`src/rtl/core/otq_pkg.sv`:
```
`default_nettype none
package otq_pkg;
	localparam int unsigned SLOT_W = 5;
	localparam int unsigned TIME_W = 64;
	localparam int unsigned IVAL_W = 32;
	localparam int unsigned STAT_W = 2;

	typedef enum logic [1:0] {
		CMD_ADD    = 2'd0,
		CMD_CANCEL = 2'd1,
		CMD_EXPIRE = 2'd2,
		CMD_FINISH = 2'd3
	} cmd_t;

	typedef enum logic [1:0] {
		ST_OK       = 2'd0,
		ST_REJECT   = 2'd1,
		ST_NOTHING  = 2'd2,
		ST_RESERVED = 2'd3
	} status_t;

	typedef enum logic [2:0] {
		S_IDLE,
		S_SCAN,
		S_DECIDE,
		S_EMIT,
		S_OUT
	} state_t;

	typedef struct packed {
		logic [1:0]          command;
		logic [SLOT_W-1:0]   slot;
		logic [TIME_W-1:0]   expiry_time;
		logic [IVAL_W-1:0]   interval_us;
		logic [TIME_W-1:0]   now_time;
	} in_item_t;

	typedef struct packed {
		logic [STAT_W-1:0]   status;
		logic [SLOT_W-1:0]   expired_slot;
		logic                earliest_changed;
		logic                next_valid;
		logic [TIME_W-1:0]   next_expiry;
		logic                last;
	} out_item_t;
endpackage
`default_nettype wire

```
`src/rtl/core/otq_in_if.sv`:
```
`default_nettype none
interface otq_in_if;
	logic                valid;
	logic                ready;
	otq_pkg::in_item_t   data;
	modport source (output valid, output data, input ready);
	modport sink (input valid, input data, output ready);
endinterface
`default_nettype wire

```
`src/rtl/core/otq_out_if.sv`:
```
`default_nettype none
interface otq_out_if;
	logic                valid;
	logic                ready;
	otq_pkg::out_item_t  data;
	modport source (output valid, output data, input ready);
	modport sink (input valid, input data, output ready);
endinterface
`default_nettype wire

```
`src/rtl/core/otq_ram.sv`:
```
`default_nettype none
module otq_ram #(
	parameter int unsigned WIDTH = 64,
	parameter int unsigned DEPTH = 32
) (
	input  wire logic                     clk,
	input  wire logic                     we,
	input  wire logic [$clog2(DEPTH)-1:0] waddr,
	input  wire logic [WIDTH-1:0]         wdata,
	input  wire logic [$clog2(DEPTH)-1:0] raddr,
	output      logic [WIDTH-1:0]         rdata
);
	logic [WIDTH-1:0] mem [DEPTH];

	always_ff @(posedge clk) begin
		if (we) begin
			mem[waddr] <= wdata;
		end
		rdata <= mem[raddr];
	end
endmodule
`default_nettype wire

```
`src/rtl/core/ordered_timer_queue.sv`:
```
// ordered timer queue
// in: one transfer per command (add, cancel, expire, finish); out: result transfers,
// the final one of each command carries last.
// every command sweeps the slot table once through the expiry and interval rams,
// one slot per cycle, to find the earliest armed expiry, the due set and to rearm.
// expire then runs one more sweep per emitted slot to pick the next in order.
// a command is swept in S_SCAN, settled in S_DECIDE and its result is presented in
// S_OUT; an expire with due slots gives no result from S_DECIDE and instead runs an
// S_EMIT sweep and an S_OUT result for each due slot. the next command is taken once
// the sequencer is back in S_IDLE and the output register is empty; one command is in
// flight at a time.
// results sit in an output register; while the receiver stalls the sequencer
// waits and the next command is not taken until the last result transfers.
// reset clears the armed, pending and cancel bits and the callback window; the
// rams hold no reset value; slot data is used only after an add has written it.
`default_nettype none
module ordered_timer_queue #(
	parameter int unsigned SLOTS = 32
) (
	input wire logic clk,
	input wire logic arst_n,
	otq_in_if.sink   in_ch,
	otq_out_if.source out_ch
);
	localparam int unsigned USED = (SLOTS < 32) ? SLOTS : 32;
	localparam int unsigned AW = (USED > 1) ? $clog2(USED) : 1;
	localparam int unsigned CW = $clog2(USED + 1);
	localparam logic [CW-1:0] LAST_IDX = CW'(USED - 1);

	otq_pkg::state_t state_q, state_d;
	otq_pkg::in_item_t cmd_q;

	logic [USED-1:0] armed_q, pend_q, mark_q, due_q;
	logic            incb_q;

	logic [CW-1:0]   idx_q;
	logic            rd_vld_s1;
	logic [AW-1:0]   rd_idx_s1;
	logic            rd_last_s1;

	logic                         best_vld_q;
	logic [otq_pkg::TIME_W-1:0]   best_q;
	logic [AW-1:0]                pick_q;

	otq_pkg::out_item_t out_q;
	logic               out_vld_q;

	logic                         ram_we;
	logic [AW-1:0]                ram_waddr;
	logic [otq_pkg::TIME_W-1:0]   exp_wdata, exp_rdata;
	logic [otq_pkg::IVAL_W-1:0]   iv_wdata, iv_rdata;
	logic [AW-1:0]                ram_raddr;

	otq_ram #(.WIDTH(otq_pkg::TIME_W), .DEPTH(1 << AW)) u_exp (
		.clk(clk), .we(ram_we), .waddr(ram_waddr), .wdata(exp_wdata),
		.raddr(ram_raddr), .rdata(exp_rdata)
	);
	otq_ram #(.WIDTH(otq_pkg::IVAL_W), .DEPTH(1 << AW)) u_iv (
		.clk(clk), .we(ram_we), .waddr(ram_waddr), .wdata(iv_wdata),
		.raddr(ram_raddr), .rdata(iv_rdata)
	);

	logic in_xfer, out_xfer;
	assign in_xfer  = in_ch.valid && in_ch.ready;
	assign out_xfer = out_ch.valid && out_ch.ready;
	assign in_ch.ready = (state_q == otq_pkg::S_IDLE) && !out_vld_q;
	assign out_ch.valid = out_vld_q;
	assign out_ch.data  = out_q;
	assign ram_raddr = idx_q[AW-1:0];

	logic [AW-1:0] cslot;
	logic          slot_ok;
	assign cslot   = cmd_q.slot[AW-1:0];
	assign slot_ok = {27'd0, cmd_q.slot} < 32'(USED);

	logic          add_busy;
	assign add_busy = !slot_ok || armed_q[cslot] || pend_q[cslot];

	otq_pkg::cmd_t ccmd;
	assign ccmd = otq_pkg::cmd_t'(cmd_q.command);

	// per-slot work during a sweep
	logic                       is_armed, is_due, do_rearm, take_best;
	logic [otq_pkg::TIME_W:0]   rsum;
	logic [otq_pkg::TIME_W-1:0] rearm_val;
	logic [otq_pkg::TIME_W-1:0] cand;
	logic                       cand_vld;

	always_comb begin
		rsum = {1'b0, cmd_q.now_time} + {33'd0, iv_rdata};
		rearm_val = rsum[otq_pkg::TIME_W] ? '1 : rsum[otq_pkg::TIME_W-1:0];
		is_armed = armed_q[rd_idx_s1];
		is_due = 1'b0;
		do_rearm = 1'b0;
		cand = exp_rdata;
		cand_vld = 1'b0;
		unique case (ccmd)
			otq_pkg::CMD_EXPIRE: begin
				if (state_q == otq_pkg::S_SCAN) begin
					is_due = is_armed && (exp_rdata <= cmd_q.now_time);
					cand_vld = is_armed && !is_due;
				end else begin
					cand_vld = due_q[rd_idx_s1];
				end
			end
			otq_pkg::CMD_FINISH: begin
				do_rearm = pend_q[rd_idx_s1] && (iv_rdata != '0) && !mark_q[rd_idx_s1];
				cand_vld = is_armed || do_rearm;
				if (do_rearm) begin
					cand = rearm_val;
				end
			end
			default: begin
				cand_vld = is_armed;
				if (ccmd == otq_pkg::CMD_CANCEL && slot_ok && cslot == rd_idx_s1) begin
					cand_vld = 1'b0;
				end
			end
		endcase
		take_best = rd_vld_s1 && cand_vld && (!best_vld_q || cand < best_q);
	end

	// pick including the slot read in this cycle
	logic [AW-1:0] pick_fin;
	assign pick_fin = take_best ? rd_idx_s1 : pick_q;

	// add writes on entry; finish writes rearmed expiries during the sweep
	always_comb begin
		ram_we = 1'b0;
		ram_waddr = rd_idx_s1;
		exp_wdata = rearm_val;
		iv_wdata = iv_rdata;
		if (in_xfer && otq_pkg::cmd_t'(in_ch.data.command) == otq_pkg::CMD_ADD
				&& {27'd0, in_ch.data.slot} < 32'(USED)
				&& !(armed_q[in_ch.data.slot[AW-1:0]] || pend_q[in_ch.data.slot[AW-1:0]])) begin
			ram_we = 1'b1;
			ram_waddr = in_ch.data.slot[AW-1:0];
			exp_wdata = in_ch.data.expiry_time;
			iv_wdata = in_ch.data.interval_us;
		end else if (rd_vld_s1 && state_q == otq_pkg::S_SCAN && do_rearm) begin
			ram_we = 1'b1;
		end
	end

	logic sweep_done;
	assign sweep_done = rd_vld_s1 && rd_last_s1;

	always_comb begin
		state_d = state_q;
		unique case (state_q)
			otq_pkg::S_IDLE:   if (in_xfer) state_d = otq_pkg::S_SCAN;
			otq_pkg::S_SCAN:   if (sweep_done) state_d = otq_pkg::S_DECIDE;
			otq_pkg::S_DECIDE: state_d = otq_pkg::S_OUT;
			otq_pkg::S_EMIT:   if (sweep_done) state_d = otq_pkg::S_OUT;
			otq_pkg::S_OUT: begin
				if (!out_vld_q) begin
					if (ccmd == otq_pkg::CMD_EXPIRE && due_q != '0) begin
						state_d = otq_pkg::S_EMIT;
					end else begin
						state_d = otq_pkg::S_IDLE;
					end
				end
			end
			default: state_d = otq_pkg::S_IDLE;
		endcase
	end

	always_ff @(posedge clk or negedge arst_n) begin
		if (!arst_n) begin
			state_q <= otq_pkg::S_IDLE;
		end else begin
			state_q <= state_d;
		end
	end

	logic sweeping, start_sweep;
	assign sweeping = (state_q == otq_pkg::S_SCAN || state_q == otq_pkg::S_EMIT)
		&& idx_q <= LAST_IDX;
	assign start_sweep = in_xfer || (state_q == otq_pkg::S_OUT && state_d == otq_pkg::S_EMIT);

	always_ff @(posedge clk or negedge arst_n) begin
		if (!arst_n) begin
			idx_q <= '0;
			rd_vld_s1 <= 1'b0;
			rd_idx_s1 <= '0;
			rd_last_s1 <= 1'b0;
			best_vld_q <= 1'b0;
			armed_q <= '0;
			pend_q <= '0;
			mark_q <= '0;
			due_q <= '0;
			incb_q <= 1'b0;
			out_vld_q <= 1'b0;
		end else begin
			rd_vld_s1 <= sweeping;
			rd_idx_s1 <= idx_q[AW-1:0];
			rd_last_s1 <= idx_q == LAST_IDX;
			if (start_sweep) begin
				idx_q <= '0;
				best_vld_q <= 1'b0;
			end else if (sweeping) begin
				idx_q <= idx_q + 1'b1;
			end
			if (take_best) begin
				best_vld_q <= 1'b1;
			end
			if (out_xfer) begin
				out_vld_q <= 1'b0;
			end
			if (rd_vld_s1 && state_q == otq_pkg::S_SCAN) begin
				if (is_due) begin
					armed_q[rd_idx_s1] <= 1'b0;
					due_q[rd_idx_s1] <= 1'b1;
					pend_q[rd_idx_s1] <= 1'b1;
				end
				if (do_rearm) begin
					armed_q[rd_idx_s1] <= 1'b1;
				end
			end
			if (state_q == otq_pkg::S_DECIDE) begin
				out_vld_q <= !(ccmd == otq_pkg::CMD_EXPIRE && due_q != '0);
				unique case (ccmd)
					otq_pkg::CMD_ADD: begin
						if (!add_busy) begin
							armed_q[cslot] <= 1'b1;
						end
					end
					otq_pkg::CMD_CANCEL: begin
						if (slot_ok) begin
							if (armed_q[cslot]) begin
								armed_q[cslot] <= 1'b0;
							end else if (incb_q) begin
								mark_q[cslot] <= 1'b1;
							end
						end
					end
					otq_pkg::CMD_EXPIRE: begin
						if (!incb_q) begin
							mark_q <= '0;
						end
						incb_q <= 1'b1;
					end
					otq_pkg::CMD_FINISH: begin
						pend_q <= '0;
						mark_q <= '0;
						incb_q <= 1'b0;
					end
					default: ;
				endcase
			end
			if (state_q == otq_pkg::S_EMIT && sweep_done) begin
				due_q[pick_fin] <= 1'b0;
				out_vld_q <= 1'b1;
			end
		end
	end

	// best over the sweep; in expire scan it is the next armed minimum
	always_ff @(posedge clk) begin
		if (take_best) begin
			best_q <= cand;
			pick_q <= rd_idx_s1;
		end
		if (in_xfer) begin
			cmd_q <= in_ch.data;
		end
	end

	// next expiry for expire results: armed minimum from the first sweep
	logic [otq_pkg::TIME_W-1:0] nx_q;
	logic                       nxv_q;
	logic                       add_ok, add_first;
	assign add_ok    = ccmd == otq_pkg::CMD_ADD && !add_busy;
	assign add_first = !best_vld_q || cmd_q.expiry_time < best_q;

	always_ff @(posedge clk) begin
		if (state_q == otq_pkg::S_DECIDE) begin
			nx_q <= best_q;
			nxv_q <= best_vld_q;
			out_q.expired_slot <= '0;
			out_q.last <= 1'b1;
			out_q.earliest_changed <= add_ok && add_first;
			out_q.status <= (ccmd == otq_pkg::CMD_ADD && add_busy) ? otq_pkg::ST_REJECT
				: (ccmd == otq_pkg::CMD_EXPIRE) ? otq_pkg::ST_NOTHING : otq_pkg::ST_OK;
			out_q.next_valid <= best_vld_q || add_ok;
			out_q.next_expiry <= add_ok ? (add_first ? cmd_q.expiry_time : best_q)
				: (best_vld_q ? best_q : '0);
		end
		if (state_q == otq_pkg::S_EMIT && sweep_done) begin
			out_q.status <= otq_pkg::ST_OK;
			out_q.expired_slot <= otq_pkg::SLOT_W'(pick_fin);
			out_q.earliest_changed <= 1'b0;
			out_q.next_valid <= nxv_q;
			out_q.next_expiry <= nxv_q ? nx_q : '0;
			out_q.last <= $countones(due_q) == 1;
		end
	end

	property p_one_cmd;
		@(posedge clk) disable iff (!arst_n) in_xfer |=> !in_ch.ready;
	endproperty
	a_one_cmd: assert property (p_one_cmd) else $error("command taken while busy");

	property p_pend_armed;
		@(posedge clk) disable iff (!arst_n) (pend_q & armed_q & ~{USED{state_q == otq_pkg::S_SCAN}}) == '0
			|| ccmd == otq_pkg::CMD_FINISH;
	endproperty
	a_pend_armed: assert property (p_pend_armed) else $error("slot armed and pending");

	property p_emit_due;
		@(posedge clk) disable iff (!arst_n)
			(state_q == otq_pkg::S_EMIT && sweep_done) |-> due_q[pick_fin];
	endproperty
	a_emit_due: assert property (p_emit_due) else $error("emitted slot not due");
endmodule
`default_nettype wire
```
`src/flat_wrapper.sv`:
```
// flat-port wrapper written by rule: the top's interface ports become plain ports
module ordered_timer_queue_flat 
#(
	parameter int unsigned SLOTS = 32
)
  (clk, arst_n, in_ch_valid, in_ch_data, in_ch_ready, out_ch_valid, out_ch_data, out_ch_ready);
  otq_in_if in_ch_i ();
  otq_out_if out_ch_i ();
  input wire logic clk;
  input wire logic arst_n;
  input wire logic [$bits(in_ch_i.valid)-1:0] in_ch_valid;
  input wire logic [$bits(in_ch_i.data)-1:0] in_ch_data;
  output wire logic [$bits(in_ch_i.ready)-1:0] in_ch_ready;
  output wire logic [$bits(out_ch_i.valid)-1:0] out_ch_valid;
  output wire logic [$bits(out_ch_i.data)-1:0] out_ch_data;
  input wire logic [$bits(out_ch_i.ready)-1:0] out_ch_ready;
  assign in_ch_i.valid = in_ch_valid;
  assign in_ch_i.data = in_ch_data;
  assign in_ch_ready = in_ch_i.ready;
  assign out_ch_valid = out_ch_i.valid;
  assign out_ch_data = out_ch_i.data;
  assign out_ch_i.ready = out_ch_ready;
  ordered_timer_queue #(.SLOTS(SLOTS)) u_core (.clk(clk), .arst_n(arst_n), .in_ch(in_ch_i), .out_ch(out_ch_i));
endmodule
```
`config.mk`:
```
export PLATFORM = sky130hd
export DESIGN_NAME = ordered_timer_queue_flat
export DESIGN_NICKNAME = d
export VERILOG_FILES = /design/src/rtl/core/otq_pkg.sv /design/src/rtl/core/otq_in_if.sv /design/src/rtl/core/otq_out_if.sv /design/src/rtl/core/otq_ram.sv /design/src/rtl/core/ordered_timer_queue.sv /design/src/flat_wrapper.sv
export SDC_FILE = /design/constraint.sdc
export NUM_CORES = 2
export LEC_CHECK = 0
export BUFFER_PORTS_ARGS = -buffer_cell sky130_fd_sc_hd__buf_2
export CAP_MARGIN = 40
export CELL_PAD_IN_SITES_DETAIL_PLACEMENT = 0
export CELL_PAD_IN_SITES_GLOBAL_PLACEMENT = 2
export CORE_MARGIN = 2
export CORE_UTILIZATION = 49
export CTS_CLUSTER_DIAMETER = 60
export DETAILED_ROUTE_END_ITERATION = 10
export PLACE_DENSITY_LB_ADDON = 0.25
export SETUP_SLACK_MARGIN = 0.4
export SYNTH_ARGS = -nofsm -noshare
export SYNTH_HDL_FRONTEND = slang
export SYNTH_SLANG_ARGS = --single-unit
```
`constraint.sdc`:
```
create_clock -name clk -period 8.6 [get_ports clk]
set_input_delay 0.43 -clock clk [delete_from_list [all_inputs] [get_ports clk]]
set_output_delay 0.43 -clock clk [all_outputs]
set_load 0.01 [all_outputs]
```
## Yosys cells after proc, flatten, opt, wreduce, memory -nomap -nowiden

Memory sizes are Yosys's and may differ from the RTL's. A register that Yosys moved wholly into a read port is not among the register bits.
Index checks and enable logic that the tools add are counted.

| operators by class | value |
|---|---|
| add/sub/neg operators | 33 |
| $lt $le $gt $ge | 11 |
| equal/unequal tests | 14 |
| multiplexer cells | 80 |
| bitwise operators | 11 |
| reductions and logical operators | 53 |

Operators by type and width:

| kind | number |
|---|---|
| $mux W32 | 18 |
| $mux W64 | 8 |
| $add A32 B32 Y32 | 15 |
| $or A32 B32 Y32 | 5 |
| $mux W72 | 2 |
| $lt A64 B64 Y1 | 2 |
| $and A32 B32 Y32 | 3 |
| $not A32 Y32 | 3 |
| $pmux W32 S3 | 1 |
| $add A64 B32 Y65 | 1 |
| $le A64 B64 Y1 | 1 |
| $pmux W32 S2 | 1 |
| $reduce_bool A32 Y1 | 2 |
| $bmux W1 S5 | 8 |
| $add A1 B1 Y2 | 16 |
| $eq A32 B2 Y1 const B | 1 |
| $logic_and A1 B1 Y1 | 25 |
| $mux W1 | 25 |
| $lt A5 B6 Y1 const B | 4 |
| $demux W1 S5 | 3 |
| $ge A5 B1 Y1 const B | 3 |
| $pmux W3 S5 | 1 |
| $mux W3 | 4 |
| $mux W6 | 2 |
| 22 further kinds | 48 |

| storage, ports and cells | value |
|---|---|
| bits in registers | 490 |
| memory bits (writable) | 3072 |
| output and inout port bits | 76 |
| logic and storage cells | 230 |
| memories kept | 2 |

Memory list:

| name | depth | bits a word | rd ports | clocked after memory_dff | wr ports | line | RTL |
|---|---|---|---|---|---|---|---|
| u_core.u_exp.mem | 32 | 64 | 1 | 1 | 1 | otq_ram.sv:13 | `logic [WIDTH-1:0] mem [DEPTH];` |
| u_core.u_iv.mem | 32 | 32 | 1 | 1 | 1 | otq_ram.sv:13 |  |

## Logic depth before layout (Yosys ltp)

| depth | value |
|---|---|
| depth after elaboration | 17 |
| depth in mapped cells | 27 |
| mapped depth without buffers | 24 |

## Modules after synthesis

A second synthesis with hierarchy kept.

| unflattened totals | value |
|---|---|
| cells, all modules | 8155 |
| area, all modules | 149333.2 sq um |

By module, submodules not included:

| module | instances | cells each | area each (sq um) | sequential area each (sq um) |
|---|---|---|---|---|
| otq_ram (u_core.u_exp) | 1 | 3096 | 78964.5 | 62780.2 |
| otq_ram (u_core.u_iv) | 1 | 2260 | 40485.1 | 31390.1 |
| ordered_timer_queue | 1 | 2799 | 29883.7 | 13898.3 |

## Worst setup path after synthesis

OpenSTA, ideal clock, no wires.

| timing | value |
|---|---|
| path kind | input -> register |
| start | in in_ch_data[161] |
| end | mem u_core.u_exp.mem[0][0] (enable) |
| library setup time | 552 ps |
| arrival time | 6652 ps |
| required time | 8048 ps |
| path slack | 1396 ps |
| stages | 13 |
| buffers on the path | 4 |
| cell sequence | buf_2 > buf_2 > nor3_1 > a21oi_1 > mux4_2 > a211oi_1 > a21oi_1 > or4_1 > buf_2 > clkbuf_1 > nor4_1 > a21oi_1 > nor2_1 |

| between the ends | value |
|---|---|
| longest elaborated chain between the ends | 8 |
| elaborated cells between the ends (all ways) | 11 |

Ends and longest elaborated chain:

| item | line | RTL |
|---|---|---|
| start, declared | flat_wrapper.sv:12 | `input wire logic [$bits(in_ch_i.data)-1:0] in_ch_data;` |
| $bmux W1 S5 | ordered_timer_queue.sv:135 | `&& !(armed_q[in_ch.data.slot[AW-1:0]] \|\| pend_q[in_ch.data.slot[AW-1:0]])) begin` |
| $mux W1 (implied by the code) | ordered_timer_queue.sv:135 |  |
| $logic_or A1 B1 Y1 | ordered_timer_queue.sv:135 |  |
| $logic_not A1 Y1 | ordered_timer_queue.sv:135 |  |
| $logic_and A1 B1 Y1 | ordered_timer_queue.sv:135 |  |
| $mux W1 | ordered_timer_queue.sv:133 | `if (in_xfer && otq_pkg::cmd_t'(in_ch.data.command) == otq_pkg::CMD_ADD` |
| $mux W1 | otq_ram.sv:16 | `if (we) begin` |
| $mux W1 (implied by the code) | otq_ram.sv:17 | `mem[waddr] <= wdata;` |
| end, declared | otq_ram.sv:13 |  |

Parallel ways exist; a longest one is shown, timed or not. The select of a mux whose other input is x is not followed.

## Final worst setup path

| timing | value |
|---|---|
| start | reg u_core.rd_idx_s1[1] |
| end | reg u_core.due_q[29] |

| between the ends | value |
|---|---|
| longest elaborated chain between the ends | 17 |
| elaborated cells between the ends (all ways) | 45 |

Ends and longest elaborated chain:

| item | line | RTL |
|---|---|---|
| start, declared | ordered_timer_queue.sv:38 | `logic [AW-1:0] rd_idx_s1;` |
| start signal, assigned | ordered_timer_queue.sv:196 | `rd_idx_s1 <= idx_q[AW-1:0];` |
| $bmux W1 S5 | ordered_timer_queue.sv:107 | `do_rearm = pend_q[rd_idx_s1] && (iv_rdata != '0) && !mark_q[rd_idx_s1];` |
| $mux W1 (implied by the code) | ordered_timer_queue.sv:107 |  |
| $logic_and A1 B1 Y1 or $logic_not A1 Y1 (tied branches) | ordered_timer_queue.sv:107 |  |
| $logic_and A1 B1 Y1 (*) | ordered_timer_queue.sv:107 |  |
| $mux W64 (*) | ordered_timer_queue.sv:109 | `if (do_rearm) begin` |
| $mux W64 (*) | ordered_timer_queue.sv:97 | `unique case (ccmd)` |
| net u_core.cand (one bit) | ordered_timer_queue.sv:86 | `logic [otq_pkg::TIME_W-1:0] cand;` |
| $lt A64 B64 Y1 (*) | ordered_timer_queue.sv:120 | `take_best = rd_vld_s1 && cand_vld && (!best_vld_q \|\| cand < best_q);` |
| [2 not listed] | n/a |  |
| $mux W5 (*) | n/a |  |
| $lt A5 B6 Y1 (implied by the code) or $ge A5 B1 Y1 (tied branches) | ordered_timer_queue.sv:252 | `due_q[pick_fin] <= 1'b0;` |
| $logic_and A1 B1 Y1 (implied by the code) | ordered_timer_queue.sv:252 |  |
| $mux W1 (implied by the code) | ordered_timer_queue.sv:252 |  |
| $demux W1 S5 (*) | n/a |  |
| $not A32 Y32 (no source line) (*) | n/a |  |
| $and A32 B32 Y32 (no source line) (*) | n/a |  |
| $mux W32 (*) | ordered_timer_queue.sv:251 | `if (state_q == otq_pkg::S_EMIT && sweep_done) begin` |
| end signal, assigned | ordered_timer_queue.sv:191 | `due_q <= '0;` |
| end signal, assigned by index | ordered_timer_queue.sv:213 | `due_q[rd_idx_s1] <= 1'b1;` |
| end signal, assigned by index | ordered_timer_queue.sv:252 |  |
| end, declared | ordered_timer_queue.sv:33 | `logic [USED-1:0] armed_q, pend_q, mark_q, due_q;` |

Mark *: on every way through the listed nets, which the timed path passes. The rest lies on a longest branch. The select of a mux whose other input is x is not followed.
A chain may end at the register's enable or synchronous reset.

==> flow_summary.ini <==
[floorplanning]
start_util_pct = 49.15
dieHeight_um = 554.6
rows = 202
die_w_um = 554.6
io_pins = 247
die_area_um2 = 307600
coreArea_um2 = 302300

[logic_synthesis]
synth_fa_ha_area_share_pct = 2.579
synth_nets = 8070
ys_top_cells_by_area = edfxtp_1, mux4_2, dfrtp_1
yosysWarningCount = 0
synth_compound_area_share_pct = 3.428
synth_cell_types = 88
ys_ff_latch = 3658
synth_edf_count = 3407
ys.flop_type = edfxtp_1
yosysSeqAreaShare_pct = 72.74
avgSynthCellArea_um2 = 19.52
synthesis.area_um2 = 148600
synth_top_area_cell = edfxtp_1
yosysMostFrequentCell = edfxtp_1
synth.area.mux_share_pct = 16.02
synth_top_family_by_area = multiplexers
synth_cells = 7609
synth-simple-area-share_pct = 2.991
synth_xor_area_share_pct = 0.3478
synth_top_area_share_pct = 68.86
yosys-top-cells-count = edfxtp_1, mux4_2, inv_1, nand2_1, nor2_1
ys_async_sr_fraction_pct = 4.019

[route]
drc = 0
vias = 80040
dr.pass1.iters = 6
drtIter0Drc = 10910
routed_wl_um = 450000
ant_nets = 0
via_per_inst = 6.340
wl_per_cell_um = 35.65

[critical_path]
crit_fanout = 47
cp.required_ns = 9.39
regToRegSetupSlack_ns = 1.11
critPathArrivalTime_ns = 8.28
critPathKind = reg2reg
critPathLaunchType = flip-flop
end_kind = flip-flop

[finish]
drive_above_1_share_pct = 27.37
area_growth_syn_to_layout_pct = 15.34
nFillCells = 22620
multi_input_area_um2 = 38240
nets = 8768
seqCellArea_um2 = 108100

[place]
numPortBuffers = 246
place_congestion = 0.9155
dpl.hpwl_um = 267500
dp_worst_setup_slack_ns = 1.297

[global_route]
gr-total-overflow = 0
grt_pass1_wl_um = 622400
antenna_found_initial = 55
grt_max_degree = 125
grt_use_total_pct = 29.10
grt_pass1_vias = 78990

[clocking]
cts_root_buffer = clkbuf_16
clk_pin_slew_ns = 0.06
ctsHoldBuffers = 136
cts.sinks = 3658
cts_inserted_buffers = 382
cts_setup_buffers = 0
cts_resized = 0
clock_path_buffers = 4
insertion_delay_ns = 0.98
cts_tree = yes
h-tree-depth = 5

[pwr]
p_leak_nw = 56.69
max-vdd-ir-drop_v = 0.0002457
powerDensity_nw_per_um2 = 327.8

[flow_run]
cap_violations = 0

[timing]
finClkSkew_ns = 0.07063
finalSetupViolCount = 0
post-route-period-util_pct = 87.11
hold_viol = 0
tns_ns = 0
min_period_ns = 7.492
relSlewSlack_pct = 20.92
hold-worst-slack_ns = 0.08159
rsz0062_at_grt = false
slew_viol_final = 0
fmax_mhz = 133.5
worstMarginPinSlew_ns = 1.186
setup_slack_ns = 1.108

[status]
outcome = finished clean

[hold_path]
hp-class = in2async
==> worst paths after layout <==
| path | start | end | cells past startpoint |
|---|---|---|---|
| worst max-delay path | u_core.rd_idx_s1[1]$_DFF_PN0_ | u_core.due_q[29]$_DFF_PN0_ | 21 |
| worst min-delay path | arst_n | u_core.armed_q[31]$_DFF_PN0_ | 3 |
| worst max register to register | u_core.rd_idx_s1[1]$_DFF_PN0_ | u_core.due_q[29]$_DFF_PN0_ | 21 |
| worst min register to register | u_core.out_ch.data[72]$_SDFFE_PP0P_ | u_core.out_ch.data[72]$_SDFFE_PP0P_ | 2 |
| max in group asynchronous | arst_n | u_core.idx_q[0]$_DFFE_PN0P_ | 4 |
| min in group clk | in_ch_data[89] | u_core.u_iv.mem[12][25]$_DFFE_PP_ | 4 |
==> metal layers <==
metal  up-vias  global-route usage [%]  routed length, um
met1     42730                   41.98             182700
met3       630                   5.673              41410
met5         -                       0                127
met2      4150                   45.08             210500
met4        22                   9.157              15310
li1      32500                       -                  -
==> layout by cell type (no fill, tap or decap), types with 15 or more instances in the layout <==
cell type	n
a22oi_1	102
clkinv_2	64
inv_1	322
a221oi_1	31
buf_12	78
nor4_1	27
nor2_1	258
o21ai_0	174
edfxtp_1	3407
mux4_2	988
nand2_1	296
a21oi_2	51
dfrtp_1	141
buf_4	184
a21o_1	43
xor2_1	15
nor2_4	34
clkbuf_1	101
nand3_1	52
buf_2	261
a211oi_1	27
bufinv_16	30
buf_16	15
clkinv_1	53
mux2i_1	34
nand4_1	61
o21ai_1	34
ha_1	263
dfxtp_1	104
clkbuf_8	27
diode_2	15
dlygate4sd3_1	137
nor3_1	77
clkbuf_16	389
fa_1	27
a21oi_1	235
mux2_2	101
xnor2_1	44
==> critical path: stages, from the launching register on <==
cell and delay, ns:
dfrtp_4 0.98, buf_4 0.44, mux2i_1 0.23, o22ai_1 0.10
a221oi_1 0.38, nand4b_1 0.46, nand3_2 0.29, or2_4 0.36
buf_4 0.40, o21ai_0 0.20, ha_1 0.35, nand4_1 0.26
nor3_1 0.69, nand4_1 0.32, nor4_1 0.30, nand4_1 0.15
a32oi_1 0.19, a21oi_1 0.09, o211ai_2 0.14, inv_4 0.21
nor4b_4 0.52, a221oi_1 0.17
==> cell type report <==
cell class | instances | share of cell area [%]
Clock inverter | 191 | 1.127
Inverter | 326 | 0.7199
Antenna cell | 15 | 0.02190
Clock buffer | 517 | 6.119
Sequential cell | 3658 | 63.08
Timing Repair Buffer | 700 | 3.716
Multi-Input combinational cell | 3239 | 22.31
Tap cell | 3978 | 2.905
==> registers in the layout (all words and copies together) (netlist names), 3 cells and up <==
name / flops
u_core.state_q: 3
u_core.pick_q: 5
u_core.armed_q: 32
u_core.due_q: 32
u_core.nx_q: 64
u_core.cmd_q: 128
u_core.rd_idx_s1: 5
u_core.pend_q: 32
u_core.out_ch.data: 74
u_core.mark_q: 32
u_core.best_q: 64
u_core.cslot: 5
u_core.u_iv.rdata: 32
u_core.u_exp.rdata: 64
u_core.u_iv.mem: 1024
u_core.idx_q: 6
u_core.u_exp.mem: 2048
==> per-stage QoR <==
step | utilization (%) | instance area (um2) | total power, mW | std cells
after floorplan | - | 148600 | 34.29 | 7609
after global placement | 51.75 | 156400 | 39.56 | 11690
after detailed placement | 52.08 | 157400 | 40.04 | 11760
after CTS | 56.64 | 171200 | 56.41 | 12600
after global routing | 56.68 | 171300 | 58.27 | 12610
final | 56.69 | 171400 | 56.18 | 12620
==> cell families after synthesis <==
kind of cell,count (synthesis)
flip-flops,3658
AND/OR/NAND/NOR,935
AO/OA/AOI/OAI,827
buffers and inverters,712
multiplexers,1128
XOR/XNOR,59
adder cells (fa/ha/maj),290
==> report_power, final <==
part | switching, mW | internal, mW
registers | 0.937 | 22.9
logic | 9.34 | 6.62
clock network | 6.92 | 9.48
total | 17.2 | 39.0
(Power assumes the default switching activity.)
